### config.mk
export PLATFORM = sky130hd
export DESIGN_NAME = i2c_master_bit_engine_unit_flat
export DESIGN_NICKNAME = d
export VERILOG_FILES = /design/src/rtl/i2cmbe_pkg.sv /design/src/rtl/i2cmbe_if.sv /design/src/rtl/i2cmbe_core.sv /design/src/rtl/i2c_master_bit_engine_unit.sv /design/src/flat_wrapper.sv
export SDC_FILE = /design/constraint.sdc
export NUM_CORES = 1
export LEC_CHECK = 0
export BUFFER_PORTS_ARGS = -buffer_cell sky130_fd_sc_hd__buf_2
export CORE_AREA = 2 2 139 101
export DETAILED_ROUTE_END_ITERATION = 12
export DIE_AREA = 0 0 141 103
export GPL_ROUTABILITY_DRIVEN = 0
export SLEW_MARGIN = 20
export SYNTH_ARGS = -nofsm -noshare
export SYNTH_HDL_FRONTEND = slang
export SYNTH_SLANG_ARGS = --single-unit
### constraint.sdc
create_clock -name clk -period 8.88 [get_ports clk]
set_input_delay 1.776 -clock clk [delete_from_list [all_inputs] [get_ports clk]]
set_output_delay 1.776 -clock clk [all_outputs]
set_load 0.02 [all_outputs]
### src/rtl/i2cmbe_pkg.sv
// ----------------------------------------------------------------------------
// i2cmbe_pkg
// Types, command codes and phase tables for the I2C master bit engine.
// ----------------------------------------------------------------------------
package i2cmbe_pkg;

	localparam logic [2:0] CMD_START  = 3'd0;
	localparam logic [2:0] CMD_STOP   = 3'd1;
	localparam logic [2:0] CMD_WRITE  = 3'd2;
	localparam logic [2:0] CMD_READ   = 3'd3;
	localparam logic [2:0] CMD_GETACK = 3'd4;
	localparam logic [2:0] CMD_PUTACK = 3'd5;

	localparam logic [15:0] PHASE_TICKS_RESET = 16'd250;
	localparam logic [4:0]  BIT_PHASES       = 5'd16;

	typedef struct packed {
		logic       cmd_valid;
		logic [2:0] command;
		logic [7:0] write_data;
		logic       ack_to_send;
		logic       sda_in;
	} tick_t;

	typedef struct packed {
		logic       scl_level;
		logic       sda_release;
		logic       busy_res;
		logic       done_res;
		logic [7:0] read_data;
		logic       ack_seen;
	} report_t;

	// number of phases of a command
	function automatic logic [4:0] phase_last(input logic [2:0] cmd);
		logic [4:0] n;
		case (cmd)
			CMD_START: n = 5'd4;
			CMD_STOP:  n = 5'd3;
			CMD_WRITE: n = 5'd17;
			CMD_READ:  n = 5'd17;
			default:   n = 5'd3;
		endcase
		return n;
	endfunction

	// {scl, sda} of phase p
	function automatic logic [1:0] phase_levels(
		input logic [2:0] cmd,
		input logic [4:0] p,
		input logic       msb,
		input logic       ack_bit,
		input logic       sda_cur
	);
		logic scl;
		logic sda;
		case (cmd)
			CMD_START: begin
				scl = (p == 5'd1) || (p == 5'd2);
				sda = (p <= 5'd1);
			end
			CMD_STOP: begin
				scl = (p >= 5'd1);
				sda = (p == 5'd2);
			end
			CMD_WRITE: begin
				if (p < BIT_PHASES) begin
					scl = p[0];
					sda = msb;
				end else begin
					scl = 1'b0;
					sda = sda_cur;
				end
			end
			CMD_READ: begin
				scl = (p < BIT_PHASES) ? p[0] : 1'b0;
				sda = 1'b1;
			end
			CMD_GETACK: begin
				scl = (p == 5'd1);
				sda = 1'b1;
			end
			default: begin
				scl = (p == 5'd1);
				sda = ack_bit;
			end
		endcase
		return {scl, sda};
	endfunction

endpackage

### src/rtl/i2cmbe_if.sv
// ----------------------------------------------------------------------------
// i2cmbe_if
// Valid/ready channels for tick items and line report items.
// ----------------------------------------------------------------------------
interface i2cmbe_tick_if;
	logic       valid;
	logic       ready;
	logic       cmd_valid;
	logic [2:0] command;
	logic [7:0] write_data;
	logic       ack_to_send;
	logic       sda_in;

	modport source (
		output valid, cmd_valid, command, write_data, ack_to_send, sda_in,
		input  ready
	);
	modport sink (
		input  valid, cmd_valid, command, write_data, ack_to_send, sda_in,
		output ready
	);
endinterface

interface i2cmbe_report_if;
	logic       valid;
	logic       ready;
	logic       scl_level;
	logic       sda_release;
	logic       busy_res;
	logic       done_res;
	logic [7:0] read_data;
	logic       ack_seen;

	modport source (
		output valid, scl_level, sda_release, busy_res, done_res, read_data, ack_seen,
		input  ready
	);
	modport sink (
		input  valid, scl_level, sda_release, busy_res, done_res, read_data, ack_seen,
		output ready
	);
endinterface

### src/rtl/i2cmbe_core.sv
// ----------------------------------------------------------------------------
// i2cmbe_core
// Phase sequencer state; advances one tick per accepted item.
// ----------------------------------------------------------------------------
module i2cmbe_core (
	input  logic                clk,
	input  logic                arst_n,
	input  logic                step,
	input  i2cmbe_pkg::tick_t   item,
	input  logic [15:0]         phase_ticks,
	output i2cmbe_pkg::report_t res
);

	logic [2:0]  cmd_q,   cmd_d;
	logic        busy_q,  busy_d;
	logic [4:0]  phase_q, phase_d;
	logic [15:0] hold_q,  hold_d;
	logic [7:0]  shift_q, shift_d;
	logic        scl_q,   scl_d;
	logic        sda_q,   sda_d;
	logic        ack_q,   ack_d;
	logic        abit_q,  abit_d;
	logic [7:0]  rhold_q, rhold_d;
	logic        done_d;
	logic [15:0] load;
	logic [15:0] hold_dec;
	logic [4:0]  phase_nxt;
	logic [1:0]  lv;

	always_comb begin
		cmd_d     = cmd_q;
		busy_d    = busy_q;
		phase_d   = phase_q;
		hold_d    = hold_q;
		shift_d   = shift_q;
		scl_d     = scl_q;
		sda_d     = sda_q;
		ack_d     = ack_q;
		abit_d    = abit_q;
		rhold_d   = rhold_q;
		done_d    = 1'b0;
		load      = (phase_ticks == 16'd0) ? 16'd1 : phase_ticks;
		hold_dec  = hold_q - {15'd0, (hold_q != 16'd0)};
		phase_nxt = phase_q + 5'd1;
		lv        = {scl_q, sda_q};
		if (busy_q) begin
			hold_d = hold_dec;
			if (hold_dec == 16'd0) begin
				if (cmd_q == i2cmbe_pkg::CMD_WRITE && phase_q < i2cmbe_pkg::BIT_PHASES
						&& phase_q[0]) begin
					shift_d = {shift_q[6:0], 1'b0};
				end else if (cmd_q == i2cmbe_pkg::CMD_READ
						&& phase_q < i2cmbe_pkg::BIT_PHASES && phase_q[0]) begin
					shift_d = {shift_q[6:0], item.sda_in};
				end else if (cmd_q == i2cmbe_pkg::CMD_GETACK && phase_q == 5'd1) begin
					ack_d = item.sda_in;
				end
				if (phase_nxt >= i2cmbe_pkg::phase_last(cmd_q)) begin
					busy_d  = 1'b0;
					done_d  = 1'b1;
					phase_d = 5'd0;
					if (cmd_q == i2cmbe_pkg::CMD_READ) begin
						rhold_d = shift_d;
					end
				end else begin
					phase_d = phase_nxt;
					lv      = i2cmbe_pkg::phase_levels(cmd_q, phase_nxt, shift_d[7],
						abit_q, sda_q);
					scl_d   = lv[1];
					sda_d   = lv[0];
					hold_d  = load;
				end
			end
		end else if (item.cmd_valid && item.command <= i2cmbe_pkg::CMD_PUTACK) begin
			cmd_d   = item.command;
			busy_d  = 1'b1;
			phase_d = 5'd0;
			if (item.command == i2cmbe_pkg::CMD_WRITE) begin
				shift_d = item.write_data;
			end else if (item.command == i2cmbe_pkg::CMD_READ) begin
				shift_d = 8'd0;
			end
			if (item.command == i2cmbe_pkg::CMD_PUTACK) begin
				abit_d = item.ack_to_send;
			end
			lv     = i2cmbe_pkg::phase_levels(item.command, 5'd0, shift_d[7], abit_d, sda_q);
			scl_d  = lv[1];
			sda_d  = lv[0];
			hold_d = load;
		end
	end

	always_ff @(posedge clk or negedge arst_n) begin
		if (!arst_n) begin
			cmd_q   <= i2cmbe_pkg::CMD_START;
			busy_q  <= 1'b0;
			phase_q <= 5'd0;
			hold_q  <= 16'd0;
			shift_q <= 8'd0;
			scl_q   <= 1'b1;
			sda_q   <= 1'b1;
			ack_q   <= 1'b0;
			abit_q  <= 1'b0;
			rhold_q <= 8'd0;
		end else if (step) begin
			cmd_q   <= cmd_d;
			busy_q  <= busy_d;
			phase_q <= phase_d;
			hold_q  <= hold_d;
			shift_q <= shift_d;
			scl_q   <= scl_d;
			sda_q   <= sda_d;
			ack_q   <= ack_d;
			abit_q  <= abit_d;
			rhold_q <= rhold_d;
		end
	end

	assign res = '{scl_level: scl_d, sda_release: sda_d, busy_res: busy_d,
		done_res: done_d, read_data: rhold_d, ack_seen: ack_d};

	a_hold_loaded: assert property (@(posedge clk) disable iff (!arst_n)
		busy_q |-> hold_q != 16'd0)
		else $error("busy with empty phase timer");

	a_phase_range: assert property (@(posedge clk) disable iff (!arst_n)
		busy_q |-> phase_q < i2cmbe_pkg::phase_last(cmd_q))
		else $error("phase index past end of command");

	a_idle_phase: assert property (@(posedge clk) disable iff (!arst_n)
		!busy_q |-> phase_q == 5'd0)
		else $error("idle with nonzero phase index");

	a_done_ends: assert property (@(posedge clk) disable iff (!arst_n)
		step && done_d |=> !busy_q)
		else $error("done tick left engine busy");

	a_fall_on_step: assert property (@(posedge clk) disable iff (!arst_n)
		$fell(busy_q) |-> $past(step))
		else $error("busy cleared without a tick");

endmodule

### src/rtl/i2c_master_bit_engine_unit.sv
// ----------------------------------------------------------------------------
// i2c_master_bit_engine_unit
// I2C master line sequencer: one tick item in, one line report item out.
// ----------------------------------------------------------------------------
//  channel   | kind             | payload
//  tick      | valid/ready sink | cmd_valid, command, write_data, ack_to_send, sda_in
//  report    | valid/ready src  | scl_level, sda_release, busy_res, done_res,
//            |                  | read_data, ack_seen
//  cfg       | write enable     | cfg_wdata = phase_ticks
//
//  One tick item per cycle; its report sits in the output register the next cycle.
//  The tick side stalls only while that register holds an item not yet taken.
//  Reset: lines released high, idle, phase_ticks 250, no report pending.
// ----------------------------------------------------------------------------
module i2c_master_bit_engine_unit (
	input  logic          clk,
	input  logic          arst_n,
	i2cmbe_tick_if.sink   tick,
	i2cmbe_report_if.source report,
	input  logic          cfg_we,
	input  logic [15:0]   cfg_wdata
);

	logic                pt_zero;
	logic [15:0]         pt_q;
	logic                step;
	logic                out_valid_q;
	i2cmbe_pkg::tick_t   item;
	i2cmbe_pkg::report_t res;
	i2cmbe_pkg::report_t out_q;

	always_ff @(posedge clk or negedge arst_n) begin
		if (!arst_n) begin
			pt_q <= i2cmbe_pkg::PHASE_TICKS_RESET;
		end else if (cfg_we) begin
			pt_q <= cfg_wdata;
		end
	end

	assign pt_zero = (pt_q == 16'd0);

	assign tick.ready = !out_valid_q || report.ready;
	assign step       = tick.valid && tick.ready;

	assign item = '{cmd_valid: tick.cmd_valid, command: tick.command,
		write_data: tick.write_data, ack_to_send: tick.ack_to_send, sda_in: tick.sda_in};

	i2cmbe_core u_core (
		.clk         (clk),
		.arst_n      (arst_n),
		.step        (step),
		.item        (item),
		.phase_ticks (pt_zero ? 16'd1 : pt_q),
		.res         (res)
	);

	always_ff @(posedge clk or negedge arst_n) begin
		if (!arst_n) begin
			out_valid_q <= 1'b0;
		end else if (step) begin
			out_valid_q <= 1'b1;
		end else if (report.ready) begin
			out_valid_q <= 1'b0;
		end
	end

	always_ff @(posedge clk) begin
		if (step) begin
			out_q <= res;
		end
	end

	assign report.valid       = out_valid_q;
	assign report.scl_level   = out_q.scl_level;
	assign report.sda_release = out_q.sda_release;
	assign report.busy_res    = out_q.busy_res;
	assign report.done_res    = out_q.done_res;
	assign report.read_data   = out_q.read_data;
	assign report.ack_seen    = out_q.ack_seen;

endmodule

### src/flat_wrapper.sv
// flat-port wrapper written by rule: the top's interface ports become plain ports
module i2c_master_bit_engine_unit_flat 
  (clk, arst_n, cfg_we, cfg_wdata, tick_valid, tick_cmd_valid, tick_command, tick_write_data, tick_ack_to_send, tick_sda_in, tick_ready, report_valid, report_scl_level, report_sda_release, report_busy_res, report_done_res, report_read_data, report_ack_seen, report_ready);
  i2cmbe_tick_if tick_i ();
  i2cmbe_report_if report_i ();
  input  logic clk;
  input  logic arst_n;
  input  logic cfg_we;
  input  logic [15:0] cfg_wdata;
  input wire logic [$bits(tick_i.valid)-1:0] tick_valid;
  input wire logic [$bits(tick_i.cmd_valid)-1:0] tick_cmd_valid;
  input wire logic [$bits(tick_i.command)-1:0] tick_command;
  input wire logic [$bits(tick_i.write_data)-1:0] tick_write_data;
  input wire logic [$bits(tick_i.ack_to_send)-1:0] tick_ack_to_send;
  input wire logic [$bits(tick_i.sda_in)-1:0] tick_sda_in;
  output wire logic [$bits(tick_i.ready)-1:0] tick_ready;
  output wire logic [$bits(report_i.valid)-1:0] report_valid;
  output wire logic [$bits(report_i.scl_level)-1:0] report_scl_level;
  output wire logic [$bits(report_i.sda_release)-1:0] report_sda_release;
  output wire logic [$bits(report_i.busy_res)-1:0] report_busy_res;
  output wire logic [$bits(report_i.done_res)-1:0] report_done_res;
  output wire logic [$bits(report_i.read_data)-1:0] report_read_data;
  output wire logic [$bits(report_i.ack_seen)-1:0] report_ack_seen;
  input wire logic [$bits(report_i.ready)-1:0] report_ready;
  assign tick_i.valid = tick_valid;
  assign tick_i.cmd_valid = tick_cmd_valid;
  assign tick_i.command = tick_command;
  assign tick_i.write_data = tick_write_data;
  assign tick_i.ack_to_send = tick_ack_to_send;
  assign tick_i.sda_in = tick_sda_in;
  assign tick_ready = tick_i.ready;
  assign report_valid = report_i.valid;
  assign report_scl_level = report_i.scl_level;
  assign report_sda_release = report_i.sda_release;
  assign report_busy_res = report_i.busy_res;
  assign report_done_res = report_i.done_res;
  assign report_read_data = report_i.read_data;
  assign report_ack_seen = report_i.ack_seen;
  assign report_i.ready = report_ready;
  i2c_master_bit_engine_unit u_core (.clk(clk), .arst_n(arst_n), .tick(tick_i), .report(report_i), .cfg_we(cfg_we), .cfg_wdata(cfg_wdata));
endmodule
==> metrics, run 1 <==
drt pass-1 iters=5; first-pass GRT wire length=20100 um; synth-to-layout area growth=15.1%; fillers=1311; Synth top area share=29.9%; Hold Path Depth=1; first-iteration detailed-routing DRC count=268; routed wl met3=1020 um; peak supply drop=0.0981 mV; status=finished, final reports clean; crit path capture type=flip-flop; DR WL/cell=18.0 um; DRC Markers=0; DR vias/cell=5.82; Worst EP arrival=approximately 4500 ps; post-CTS sizing=0; Hold/Removal Path Class=flip-flop to flip-flop; fin crit period=4370 ps; syn avg cell area=9.78 um^2; Req. time, crit path=8980 ps; Max Transition Viols Final=0; die height=103 um; register bit total from synthesis=75; Primary FF master, synth=dfrtp_1; Routed Antenna Nets=0; Design Power=1.16 mW; Seq/Total Area, Yosys=43.2%; Top Layer Used=met4; Place WS=4550 ps; depth of the CTS H-tree=3; Fin. Hold Viols=0; CTS Hold Buffers Added=0; Psw=434 uW; Tot GR Track Use=17.8%; top cells by area, synth=dfrtp_1 30%, edfxtp_1 8.6%, mux2_2 5.2%, dfstp_2 4.6%, mux2i_1 3.8%; RSZ-0062 raised after global routing=no; core area=around 13000 um^2; Pint=722 uW; CP startpoint kind=flip-flop; count leader, synth=dfrtp_1; Die Wd=141 um; clk slew on worst S/H paths=about 70 ps; Setup Buffers After CTS=0; post-synthesis cell count=462; Setup Skew=approximately 9 ps; share of layout cells above drive strength 1=24.4%; initial antenna violation count=0; met1 WL=between 5000 and 6000 um; input/output buffers=49; Cell variety after synth=just under 80; Worst-Margin Slew=about 970 ps; pwr/cell area=222 nW/um^2; ant diodes=0; syn nets=506; nets@finish=548; die area=14500 um^2; Synth top cells by count=54 x dfrtp_1, 36 x nand2_1, 30 x nor2_1; Post-synth EDFFs=13; Clock Power Share=a little under a third; Root Driver=clkbuf_16; TritonCTS Buffers=9; Async S/R FF share, synth=82.7%; Post-Syn Area=4520 um^2; TNS Setup=0 ps; GR Overflow Total=0; fmax=between 0.2 and 0.25 GHz; final setup violating endpoints=0; max-cap viol count=0; CTS max path bufs=2; routed vias=3955; Reg2Reg Depth=12; max_slew headroom=35.6%; met2 routed WL=5120 um; vias in the first global route=3864; clock sink count=between 70 and 80; IO Count=50; routed wire length=~12000 um; Reg power frac=40.4%; CTS tree=built; combinational share of power=around 28%; leakage power=2.16 nW; Initial Util=33.8%; critical path peak fanout=15; DP HPWL=8840 um; synth warn=0; sw frac=37.6%; largest area contributor in the netlist=dfrtp_1; setup ws final=approximately 4500 ps; final period utilization=49.2%; maximum number of pins on one net before global-route repair=63; Setup CP Type=flip-flop to flip-flop; FP Rows=36; Clock Latency Late Sink=~350 ps
[layer usage]
metal  up-vias  GRT usage (%)
met2       169           25.4
met4         0           6.15
met3        30           5.71
met1      1936           25.4
met5         -              0
li1       1820              -
[path summary, 6_finish.rpt]
path	startpoint	to	slack (ps)
min in group asynchronous	arst_n	u_core.u_core.abit_q$_DFFE_PN0P_	1590
max in group asynchronous	arst_n	u_core.u_core.hold_q[14]$_DFFE_PN0P_	6730
worst min-delay path	u_core.u_core.rhold_q[0]$_DFFE_PN0P_	u_core.u_core.rhold_q[0]$_DFFE_PN0P_	490
worst min register to register	u_core.u_core.rhold_q[0]$_DFFE_PN0P_	u_core.u_core.rhold_q[0]$_DFFE_PN0P_	490
worst max-delay path	u_core.u_core.hold_q[12]$_DFFE_PN0P_	u_core.report.read_data[0]$_DFFE_PP_	4510
worst max register to register	u_core.u_core.hold_q[12]$_DFFE_PN0P_	u_core.report.read_data[0]$_DFFE_PP_	4510
[placed cells by master, fill, tap and decap left out, drive strengths merged, types with 9 or more instances in the layout]
cell type,Yosys,layout
nand3,14,14
inv,21,27
buf,8,54
mux2,23,23
nor4,16,16
o22ai,10,10
ha,9,9
mux2i,17,17
edfxtp,13,13
nor2,31,31
nor3,23,23
clkbuf,15,9
o21ai,38,38
a21oi,17,17
dfrtp,54,54
nand2,39,39
[stage by stage]
stage / hold slack, ps / std cells / util (%) / cell area (um^2)
6_report: 493 / 680 / 38.9 / 5200
5_1_grt: 521 / 680 / 38.9 / 5200
4_1_cts: 497 / 680 / 38.9 / 5200
3_5_place_dp: 482 / 664 / 36.7 / 4910
3_3_place_gp: 468 / 664 / 36.7 / 4910
2_1_floorplan: 454 / 462 / - / 4520
[final cells by class]
cell class                      count  area (um^2)  share of cell area, %
Clock buffer                        9          225                   4.33
Clock inverter                      7         62.6                   1.20
Inverter                           21         78.8                   1.52
Multi-Input combinational cell    343         2390                   45.9
Sequential cell                    75         1950                   37.5
Tap cell                          171          214                   4.11
Timing Repair Buffer               54          283                   5.44
[sequential cells by signal, indices dropped and copies added (netlist names), 3 cells and up]
signal and cells:
u_core.u_core.phase_q 5, u_core.u_core.hold_q 16, u_core.report.read_data 8, u_core.pt_q 16, u_core.u_core.shift_q 8, u_core.u_core.cmd_q 3
u_core.u_core.rhold_q 8
[power groups by stage]
stage	registers [mW]	logic, mW	clock network, mW
2_1_floorplan	0.437	0.259	0
3_3_place_gp	0.468	0.316	0
3_5_place_dp	0.469	0.320	0
4_1_cts	0.464	0.322	0.367
5_1_grt	0.475	0.364	0.385
6_report	0.466	0.328	0.362
[cells by family after synthesis]
kind of cell             Yosys count  share of synthesized area [%]
adder cells (fa/ha/maj)            9                           2.49
XOR/XNOR                           7                           1.52
flip-flops                        75                           43.2
AO/OA/AOI/OAI                    119                           18.4
AND/OR/NAND/NOR                  168                           20.7
buffers and inverters             44                           4.18
multiplexers                      40                           9.49
[worst max-delay path, cell delays in order (launching register included)]
cell       delay, ps
dfrtp_1          480
or4_1            600
nor3_1           290
nand3_1          120
ha_1             250
ha_1             270
nor3b_1          210
a21oi_1          270
o2111ai_1        170
nor4_2           470
nand2_2          170
or2_1            460
mux2_1           370
No activity file was read; power rests on OpenSTA's default activity.
==> run 2: changes to the inputs <==
==> constraint.sdc (replaced) <==
create_clock -name clk -period 4 [get_ports clk]
set_input_delay 0.8 -clock clk [delete_from_list [all_inputs] [get_ports clk]]
set_output_delay 0.8 -clock clk [all_outputs]
set_load 0.02 [all_outputs]
==> metrics, run 2 (synthesized netlist as in run 1, its figures left out) <==
Reg2Reg Depth=13 (was 12); Most Crowded Layer GR=met1 (was met2); clk slew on worst S/H paths=60 ps (was 70 ps); peak supply drop=0.206 mV (was 0.0981 mV); max_slew headroom=40.2% (was 35.6%); Max Transition Viols Final=0 (unchanged); reg2reg end=u_core.report.scl_level$_DFFE_PP_ (was u_core.report.read_data[0]$_DFFE_PP_); Crit path top cell by count=nor2_1 (was ha_1); die area=14500 um^2 (unchanged); vias in the first global route=3798 (was 3864); critical path peak fanout=7 (was 15); most frequent cells in the layout=54 x dfrtp_1, 49 x buf_2, 36 x nand2_1, 30 x nor2_1, 29 x o21ai_0 (unchanged); GR Overflow Total=0 (unchanged); DR vias/cell=5.78 (was 5.82); CTS tree=built (unchanged); first-iteration detailed-routing DRC count=513 (was 268); max-cap viol count=0 (unchanged); fin crit period=3840 ps (was 4370 ps); DRC Markers=0 (unchanged); Worst-Margin Slew=890 ps (was 966 ps); Top Registers=u_core.pt_q x16, u_core.u_core.hold_q x16 (unchanged); placed cell area=5000 um^2 (was 4910 um^2); slowest stage cell, crit path=or4_4 (was or4_1); input/output buffers=49 (unchanged); GR Util met2=26.0% (was 25.4%); routed vias=4016 (was 3955); Fin. Hold Viols=0 (unchanged); Hold/Removal Path Class=input pin to async pin (was flip-flop to flip-flop); final period utilization=96.0% (was 49.2%); CP startpoint kind=flip-flop (unchanged); status=finished, final reports clean (unchanged); met1 usage=26.7% (was 25.4%); nets@finish=563 (was 548); CTS max path bufs=2 (unchanged); worst r2r src=u_core.u_core.hold_q[13]$_DFFE_PN0P_ (was u_core.u_core.hold_q[12]$_DFFE_PN0P_); IO Count=50 (unchanged); routed wire length=12700 um (was 12300 um); Routed Antenna Nets=0 (unchanged); Worst EP arrival=4020 ps (was 4470 ps); first-pass GRT wire length=20500 um (was 20100 um); register area=1950 um^2 (unchanged); final setup violating endpoints=0 (unchanged); area of the multi-input gates=2410 um^2 (was 2390 um^2); grt met3 use=5.34% (was 5.71%); DR WL/cell=18.3 um (was 18.0 um); R2R Setup Slk=160 ps (was 4510 ps); fin area=5380 um^2 (was 5200 um^2); share of layout cells above drive strength 1=27.5% (was 24.4%); Setup Skew=7.00 ps (was 9.20 ps); WHS=449 ps (was 493 ps); depth of the CTS H-tree=3 (unchanged); Req. time, crit path=4180 ps (was 8980 ps); Root Driver=clkbuf_16 (unchanged); crit path capture type=flip-flop (unchanged); Clock Latency Late Sink=340 ps (was 350 ps); fmax=0.260 GHz (was 0.229 GHz); pwr/cell area=508 nW/um^2 (was 222 nW/um^2); fillers=1313 (was 1311); max incr delay on CP=560 ps (was 600 ps); die height=103 um (unchanged); initial antenna violation count=0 (unchanged); synth-to-layout area growth=19.0% (was 15.1%); Setup CP Type=flip-flop to flip-flop (unchanged); commonest non-fill, non-tap cell in the layout=dfrtp_1 (unchanged); maximum number of pins on one net before global-route repair=44 (was 63); clock sink count=75 (unchanged); ant diodes=0 (unchanged); Die Wd=141 um (unchanged); critical path, cell by cell=or4_4, nor3_2, nand3_1, ha_1, ha_2, nor3b_1, a21oi_1, o21ai_0, nor2_1, or4b_4, nor2_1, o221ai_1, a31oi_1 (was or4_1, nor3_1, nand3_1, ha_1, ha_1, nor3b_1, a21oi_1, o2111ai_1, nor4_2, nand2_2, or2_1, mux2_1); drt pass-1 iters=5 (unchanged); core area=13400 um^2 (unchanged); leakage power=2.25 nW (was 2.16 nW); Initial Util=33.8% (unchanged); TritonCTS Buffers=9 (unchanged); DP HPWL=9210 um (was 8840 um); FP Rows=36 (unchanged); Tot GR Track Use=18.1% (was 17.8%)
## run 2: per-layer routing
layer,vias to the layer above,share of wire (%)
met2,179,41
li1,1852,-
met4,0,1.4
met1,1961,49
met3,24,8.7
met5,-,0
## run 2: area by class of cell
type | instances | area share, %
multi-input combinational | 343 | 44.8
clock buffer | 9 | 4.19
clock inverter | 7 | 1.95
tap | 171 | 3.98
inverter | 21 | 1.47
sequential | 75 | 36.3
timing repair buffer | 69 | 7.35
## run 2: worst max-delay path by stage
stage / start / end / slack (ps)
floorplan: u_core.u_core.hold_q[10]$_DFFE_PN0P_ / u_core.report.read_data[0]$_DFFE_PP_ / 250
global placement: u_core.u_core.hold_q[8]$_DFFE_PN0P_ / u_core.report.scl_level$_DFFE_PP_ / 140
detailed placement: u_core.u_core.hold_q[8]$_DFFE_PN0P_ / u_core.u_core.ack_q$_DFFE_PN0P_ / 10
CTS: u_core.u_core.hold_q[8]$_DFFE_PN0P_ / u_core.report.scl_level$_DFFE_PP_ / 80
global route: u_core.u_core.hold_q[13]$_DFFE_PN0P_ / u_core.report.scl_level$_DFFE_PP_ / -40
finish: u_core.u_core.hold_q[13]$_DFFE_PN0P_ / u_core.report.scl_level$_DFFE_PP_ / 160
## run 2: stage by stage
| step | setup slack (ps) | util, % | power (mW) | setup TNS (ps) | cells |
|---|---|---|---|---|---|
| floorplan | 248 | - | 1.54 | 0 | 462 |
| global placement | 145 | 37.4 | 1.76 | 0 | 676 |
| detailed placement | 11.3 | 37.4 | 1.78 | 0 | 676 |
| CTS | 77.4 | 40.0 | 2.70 | 0 | 692 |
| global route | -35.5 | 40.2 | 2.89 | -35.5 | 695 |
| finish | 159 | 40.2 | 2.73 | 0 | 695 |
## run 2: critical path: cells and delay by family, from the launching register on
kind / cells / cell delay, ps
flops: 1 / 430
fa+ha+maj: 2 / 480
simple gates: 7 / 1930
compound gates: 4 / 830
## run 2: power breakdown
group          switching, mW  internal [mW]
registers              0.131          0.875
logic                  0.487          0.340
clock network          0.343          0.556
## run 2: repair_timing
action                                  CTS  global route
hold buffers                              0             0
gates cloned                              0             0
setup buffers                             0             3
resized for setup                         2             3
endpoints found under the setup margin    7            35
pin swaps                                 0             3
==> run 3: changes to the inputs <==
--- a/config.mk
+++ b/config.mk
@@ -6,9 +6,9 @@
 export NUM_CORES = 1
 export LEC_CHECK = 0
 export BUFFER_PORTS_ARGS = -buffer_cell sky130_fd_sc_hd__buf_2
-export CORE_AREA = 2 2 139 101
+export CORE_AREA = 4 4 141 103
 export DETAILED_ROUTE_END_ITERATION = 12
-export DIE_AREA = 0 0 141 103
+export DIE_AREA = 0 0 145 107
 export GPL_ROUTABILITY_DRIVEN = 0
 export SLEW_MARGIN = 20
 export SYNTH_ARGS = -nofsm -noshare
==> metrics, run 3 (synthesized netlist as in run 1, its figures left out) <==
status=finished, final reports clean (unchanged); combinational share of power=32.6% (was 30.3%); FP Rows=35 (was 36); Worst EP arrival=3960 ps (was 4020 ps); most frequent cells in the layout=54 x dfrtp_1, 49 x buf_2, 36 x nand2_1, 30 x nor2_1, 28 x o21ai_0 (was 54 x dfrtp_1, 49 x buf_2, 36 x nand2_1, 30 x nor2_1, 29 x o21ai_0); core area=13000 um^2 (was 13400 um^2); Die Wd=145 um (was 141 um); fmax=0.263 GHz (was 0.260 GHz); synth-to-layout area growth=18.1% (was 19.0%); Setup Skew=5.47 ps (was 7.00 ps); first-pass GRT wire length=20800 um (was 20500 um); Setup CP Type=flip-flop to flip-flop (unchanged); die area=15500 um^2 (was 14500 um^2); Clock Latency Late Sink=340 ps (about the same); Pint=1.65 mW (was 1.77 mW); DR WL/cell=18.6 um (was 18.3 um); grt met3 use=4.44% (was 5.34%); Root Driver=clkbuf_16 (unchanged); GR Util met2=23.0% (was 26.0%); slowest stage cell, crit path=or4_4 (unchanged); maximum number of pins on one net before global-route repair=41 (was 44); CTS Hold Buffers Added=0 (unchanged); die height=107 um (was 103 um); routed vias=3998 (was 4016); WHS=480 ps (was 449 ps); fin crit period=3800 ps (was 3840 ps); Most Crowded Layer GR=met1 (unchanged); clk slew on worst S/H paths=60 ps (about the same); vias in the first global route=3771 (was 3798); max_slew headroom=42.8% (was 40.2%); CTS tree=built (unchanged); RSZ-0062 raised after global routing=no; peak supply drop=0.219 mV (was 0.206 mV); Req. time, crit path=4170 ps (was 4180 ps); clock sink count=75 (unchanged); Routed Antenna Nets=0 (unchanged); leakage power=2.25 nW (about the same); DR vias/cell=5.78 (about the same); GR Overflow Total=0 (unchanged); final period utilization=94.9% (was 96.0%); drt pass-1 iters=5 (unchanged); first-iteration detailed-routing DRC count=608 (was 513); nets@finish=565 (was 563); commonest non-fill, non-tap cell in the layout=dfrtp_1 (unchanged); CP startpoint kind=flip-flop (unchanged); Tot GR Track Use=16.7% (was 18.1%); critical path, cell by cell=or4_4, nor3_2, nand3_1, ha_1, ha_1, nor3b_1, a21oi_1, o21ai_0, nor2_1, or4b_4, nor2_1, o221ai_1, a31oi_1 (was or4_4, nor3_2, nand3_1, ha_1, ha_2, nor3b_1, a21oi_1, o21ai_0, nor2_1, or4b_4, nor2_1, o221ai_1, a31oi_1); input/output buffers=49 (unchanged); max incr delay on CP=640 ps (was 560 ps); Clock Power Share=29.7% (was 32.9%); Initial Util=34.8% (was 33.8%); Worst-Margin Slew=853 ps (was 890 ps); TritonCTS Buffers=9 (unchanged); routed wire length=12900 um (was 12700 um); Fin. Hold Viols=0 (unchanged); R2R Setup Slk=200 ps (was 160 ps); met1 usage=25.6% (was 26.7%); max-cap viol count=0 (unchanged); IO Count=50 (unchanged); initial antenna violation count=0 (unchanged); DRC Markers=0 (unchanged); critical path peak fanout=7 (unchanged); ant diodes=0 (unchanged); Reg power frac=37.7% (was 36.8%); sw frac=37.1% (was 35.2%); Hold/Removal Path Class=input pin to async pin (unchanged); Max Transition Viols Final=0 (unchanged); final setup violating endpoints=0 (unchanged); depth of the CTS H-tree=3 (unchanged); TNS Setup=0 ps (unchanged); share of layout cells above drive strength 1=27.4% (was 27.5%); Top Registers=u_core.pt_q x16, u_core.u_core.hold_q x16 (unchanged); CTS max path bufs=2 (unchanged); crit path capture type=flip-flop (unchanged); pwr/cell area=489 nW/um^2 (was 508 nW/um^2); DP HPWL=9560 um (was 9210 um); Psw=969 uW (was 960 uW)
==> run 3: changes by cell type in the layout (fill, tap and decap cells not counted), sizes merged <==
cell    change
clkinv      +1
bufinv      -2
inv         +1
buf         +2
==> run 3: power groups by stage <==
stage                     clock (mW)  combinational (mW)  sequential, mW
after floorplan                    0               0.575           0.969
after global placement             0               0.802           0.992
after detailed placement           0               0.810           0.994
after CTS                      0.794               0.814           0.981
after global routing           0.828               0.941           0.997
final                          0.777               0.852           0.985
==> run 3: through the flow <==
stage / total power, mW / instance area [um^2] / util, % / cells / setup WS, ps
floorplan: 1.54 / 4520 / - / 462 / 248
global placement: 1.79 / 5030 / 38.7 / 675 / 96.3
detailed placement: 1.80 / 5030 / 38.7 / 675 / 75.7
CTS: 2.59 / 5310 / 40.8 / 691 / 87.8
global route: 2.77 / 5340 / 41.1 / 692 / 4.23
finish: 2.61 / 5340 / 41.1 / 692 / 204
==> run 3: critical path, delay by kind of cell, from the launching register on <==
family / cells / cell delay (ps)
flip-flops: 1 / 450
adder cells (fa/ha/maj): 2 / 450
AO/OA/AOI/OAI: 4 / 800
AND/OR/NAND/NOR: 7 / 1940
==> run 3: layer usage <==
metal / part of all wire (%) / vias to the layer above / wire, um
met4: 1.1 / 0 / 141
met1: 48 / 1921 / 6150
met2: 41 / 203 / 5250
li1: - / 1859 / -
met3: 10 / 15 / 1340
met5: 0 / - / 0
==> run 3: path summary, 6_finish.rpt <==
path / endpoint / startpoint / cells after the start
max: u_core.report.scl_level$_DFFE_PP_ / u_core.u_core.hold_q[8]$_DFFE_PN0P_ / 13
max reg2reg: u_core.report.scl_level$_DFFE_PP_ / u_core.u_core.hold_q[8]$_DFFE_PN0P_ / 13
min in group clk: u_core.u_core.rhold_q[0]$_DFFE_PN0P_ / u_core.u_core.rhold_q[0]$_DFFE_PN0P_ / 1
min reg2reg: u_core.u_core.rhold_q[0]$_DFFE_PN0P_ / u_core.u_core.rhold_q[0]$_DFFE_PN0P_ / 1
min: u_core.u_core.phase_q[3]$_DFFE_PN0P_ / arst_n / 1
max in group asynchronous: u_core.pt_q[6]$_DFFE_PN1P_ / arst_n / 2
==> run 3: area by class of cell <==
cell class | instances | area [um^2]
clock buffers | 9 | 225
clock inverters | 7 | 60.1
fillers | 1252 | 7670
inverters | 21 | 78.8
multi-input cells | 343 | 2410
flip-flops and latches | 75 | 1950
well taps | 166 | 208
repair buffers | 71 | 410
==> run 3: what timing repair did <==
item                       in CTS  in global routing
setup buffers                   0                  1
resized for setup               0                  4
setup endpoints to repair       0                 32
